$ cat src/rmfc_pkg.sv
// shared types and constants for the range most-frequent-count block
package rmfc_pkg;

   localparam int VALUE_W = 32;
   localparam int INDEX_W = 13;
   localparam int FREQ_W  = 13;
   localparam int LOG_W   = 5;

   typedef enum logic [1:0] {
      OP_APPEND = 2'd0,
      OP_QUERY  = 2'd1,
      OP_REJECT = 2'd2
   } op_type;

   typedef struct packed {
      op_type                     op;
      logic signed [VALUE_W-1:0]  value;
      logic                       last_element;
      logic [INDEX_W-1:0]         left_index;
      logic [INDEX_W-1:0]         right_index;
   } item_type;

endpackage

$ cat src/rmfc_front.sv
// front end: takes items, classifies them and queues them for the back end
module rmfc_front (
   input  logic                        clock,
   input  logic                        reset,
   input  logic                        start,
   output logic                        busy,
   input  logic                        req_command,
   input  logic signed [31:0]          req_value,
   input  logic                        req_last_element,
   input  logic [12:0]                 req_left_index,
   input  logic [12:0]                 req_right_index,
   output logic                        q_valid,
   output rmfc_pkg::item_type          q_item,
   input  logic                        q_pop
);
   import rmfc_pkg::*;

   item_type   slot_ff [2];
   item_type   slot_in;
   logic       wr_ptr_ff, wr_ptr_in;
   logic       rd_ptr_ff, rd_ptr_in;
   logic [1:0] fill_ff, fill_in;
   logic       push;
   logic       pop;

   assign busy = (fill_ff == 2'd2);
   assign push = start && !busy;
   assign pop  = q_pop && (fill_ff != 2'd0);

   always_comb begin
      slot_in.value        = req_value;
      slot_in.last_element = req_last_element;
      slot_in.left_index   = req_left_index;
      slot_in.right_index  = req_right_index;
      if (!req_command) begin
         slot_in.op = OP_APPEND;
      end else if (req_left_index == '0 || req_left_index > req_right_index) begin
         slot_in.op = OP_REJECT;
      end else begin
         slot_in.op = OP_QUERY;
      end
      wr_ptr_in = push ? !wr_ptr_ff : wr_ptr_ff;
      rd_ptr_in = pop ? !rd_ptr_ff : rd_ptr_ff;
      fill_in   = fill_ff + 2'(push) - 2'(pop);
   end

   always_ff @(posedge clock) begin
      if (push) begin
         slot_ff[wr_ptr_ff] <= slot_in;
      end
   end

   always_ff @(posedge clock) begin
      if (reset) begin
         wr_ptr_ff <= 1'b0;
         rd_ptr_ff <= 1'b0;
         fill_ff   <= 2'd0;
      end else begin
         wr_ptr_ff <= wr_ptr_in;
         rd_ptr_ff <= rd_ptr_in;
         fill_ff   <= fill_in;
      end
   end

   assign q_valid = (fill_ff != 2'd0);
   assign q_item  = slot_ff[rd_ptr_ff];
endmodule

$ cat config.mk
export PLATFORM = sky130hd
export DESIGN_NAME = rmfc_front
export DESIGN_NICKNAME = d
export VERILOG_FILES = /design/src/rmfc_pkg.sv /design/src/rmfc_front.sv
export SDC_FILE = /design/constraint.sdc
export NUM_CORES = 1
export LEC_CHECK = 0
export BUFFER_PORTS_ARGS = -buffer_cell sky130_fd_sc_hd__buf_2
export CORE_MARGIN = 2
export CORE_UTILIZATION = 45
export CTS_BUF_LIST = sky130_fd_sc_hd__clkbuf_8
export CTS_CLUSTER_SIZE = 14
export DETAILED_ROUTE_END_ITERATION = 10
export GPL_ROUTABILITY_DRIVEN = 0
export PLACE_DENSITY = 0.79
export SLEW_MARGIN = 20
export SYNTH_ARGS = -nofsm -noshare
export SYNTH_HDL_FRONTEND = slang
export SYNTH_SLANG_ARGS = --single-unit
$ cat constraint.sdc
create_clock -name clock -period 9.9 [get_ports clock]
set_input_delay 0.495 -clock clock [delete_from_list [all_inputs] [get_ports clock]]
set_output_delay 0.495 -clock clock [all_outputs]
set_load 0.02 [all_outputs]
==> results.md <==
- Sequential cell area: 3760 um^2
- Number of diodes: 0
- Area Growth Syn to Fin: 23.4%
- Clk Tree Root Cell: clkbuf_8
- Post-synthesis compound-gate area fraction: 0.0153
- Hold Path Class: in2reg
- Max IR drop VDD: 0.000133 V
- Boundary Pins: 127
- CP required: 9410 ps
- Seq cells post-synth: 127
- Crit Path Class: reg2out
- CTS Buffer Depth: 2
- First-pass GRT wire length: 13,300 um
- Largest family of logic cells by synthesized area: multiplexers
- Worst-skew pair later-pin latency: 410 ps
- Layout Nets: 489
- Post-Synthesis Cell Area: 4990 um^2
- Tmin final: 2760 ps
- Gr usage total: 0.152
- Post-synthesis sequential area ratio: 0.754
- Hold buffers post-CTS: 0
- Drt drc: 0
- Family with the most delay on the worst path: flip-flops
- Yosys cell types: 27
- Final period utilization: 0.279
- Ys async rst share: 0
- # Max-Cap Violations: 0
- Critical-path maximum fanout: 34
- Setup TNS: 0 ps
- Final setup viols: 0
- CP bufs+invs: 2
- H-tree depth: 4
- Worst-margin pin slew: 783 ps
- EDFF count, synth: 122
- Synthesized-area fraction occupied by adder cells: 0.0376
- Unrepaired setup endpoints after global routing: no
- Pwr Density: ~250 nW/um^2
- Status: complete, no violations
- PortBufs: ~130
- Pleak: 0.00242 uW
- Net switching power: 460 uW
- Hold Vio Cnt, Final: 0
- CTS Sinks: 127
- Comb pwr share: 0.266
- Drt initial violations: 127
- WL final: 8900 um
- Cts bufs inserted: 17
- Post-cts gate resize count: 0
- FP Rows: 38
- Total design power: roughly 1500 uW
- Synth Area in Simple Gates: 0.0291
- CP arrival: about 2300 ps
- Cells after Synth: 269
- CP cell instances: buf_4 > mux2_2 > buf_2
- DRT Pass-1 Iters: 4
- Initial antenna violation count: 0
- Antenna-violating nets left: 0
- CP Launch Type: flop
- Switching share of power: 0.301
- Fmax: 0.362 GHz
- Area of the multi-input gates: 1140 um^2
- Syn_nets: 348
- Drt wl/cell: 15.8 um
- Core area: 10,800 um^2
- Worst setup EP type: primary output
- Routed vias: 2,742
- Die Span Y: 109 um
- Crit-path max cell delay: slightly below 800 ps
- Global route overflow: 0
- Slowest cell on the critical path: dfxtp_2
- Vias per cell: 4.87
- Post-synthesis xor/xnor area fraction: 0.00702
- Mapped Avg Cell Area: 18.6 um^2
- Warnings, synthesis: 0
- Final Max Tran Viols: 0
- Layout cells sized above 1: 0.527
- Die outline area: 12,000 um^2
- Clock share of power: 0.265
- Starting Density: 0.461
- Mux contribution to synthesized area: 0.138
- Fill cells: 882
- Die width: about 110 um
- Slew headroom: 0.477
- Setup Buffers After CTS: 0
- Worst-path clk slew: 70 ps
- P_int: ~1100 uW
- Flop pwr share: 0.469
- CTS tree: built
- Hpwl dp: 6050 um
- Largest net degree at the start of global routing: 37
- Synth Flop Type: edfxtp_1
- Vias in the first global route: 2,735
- Clock skew: ~6.8 ps
-- final cells by class --
cell class	count	area share
clock buffer	17	0.0380
clock inverter	15	0.0211
inverter	17	0.0104
multi-input combinational	118	0.185
sequential	127	0.611
tap	140	0.0284
timing repair buffer	129	0.106
-- final timing paths --
kind | start | to | slack (ps) | cells after the start
max reg2reg | fill_ff[0] | slot_ff[0][43] | 7730 | 4
min | req_value[29] | slot_ff[1][56] | 270 | 1
max | flop | q_item[31] | 7140 | 3
min reg2reg | rd_ptr_ff | rd_ptr_ff | 530 | 2
-- registers in the layout, summed over array words and instances, names as in the netlist, named ones only --
signal,count
slot_ff,122
fill_ff,2
wr_ptr_ff,1
rd_ptr_ff,1
-- worst register-to-register path, cell delays in order, from the launching register on --
cell      delay [ps]
dfxtp_1          340
nand2b_1         140
nand2_1          140
nor2_4           630
buf_4            560
-- logic make-up after synthesis --
group           Yosys count
flops                   127
mux                      61
simple gates             28
buf+inv                  24
fa+ha+maj                15
compound gates           10
xor+xnor                  4
-- through the flow --
step                worst slack, ps  utilization  hold slack [ps]  cells  instance area, um^2
finish                         7140        0.568              273    563                 6160
global route                   6970        0.568              235    563                 6160
CTS                            7060        0.568              244    563                 6160
detailed placement             7520        0.535              511    531                 5800
global placement               7550        0.535              500    531                 5800
floorplan                      6280            -              481    269                 4990
-- power groups by stage --
| stage | Sequential, uW | Combinational (uW) | Clock, uW |
|---|---|---|---|
| floorplan | 712 | 298 | 0 |
| global placement | 724 | 407 | 0 |
| detailed placement | 729 | 412 | 0 |
| CTS | 717 | 415 | 415 |
| global route | 724 | 440 | 440 |
| finish | 715 | 406 | 404 |
-- cell usage in the layout, fill, tap and decap left out, drive strengths merged --
cell type	netlist	routed
nor3	1	1
buf	6	129
o21ai	1	1
edfxtp	122	122
inv	17	19
nor2	6	6
a41o	1	1
nand2b	1	1
mux2	61	61
xor2	2	2
nand2	4	4
xnor2	2	2
nand3	3	3
clkinv	0	7
a311o	1	1
nor2b	2	2
a311oi	1	1
and2	2	2
or2	1	1
bufinv	0	2
ha	15	15
a21oi	4	4
nor4	3	3
a221oi	1	1
nand4	3	3
and3	2	2
dfxtp	5	5
o21bai	1	1
clkbuf	1	17
clkinvlp	0	4
-- cells in the mapped netlist (3+ instances only) --
library cell / number / area (um^2)
buf_2: 6 / 30.0
inv_1: 17 / 63.8
nor2_1: 6 / 22.5
dfxtp_1: 5 / 100
edfxtp_1: 122 / 3660
mux2_2: 61 / 687
nand3_1: 3 / 15.0
a21oi_1: 4 / 20.0
nor4_1: 3 / 18.8
ha_1: 15 / 188
nand4_1: 3 / 18.8
nand2_1: 4 / 15.0
-- routing by layer --
layer | global-route usage | wire [um]
met5 | 0 | 0
met4 | 0.0741 | 145
met3 | 0.0492 | 431
met2 | 0.261 | 4560
met1 | 0.171 | 3760
Note: power is estimated with default switching activity, not from simulation.
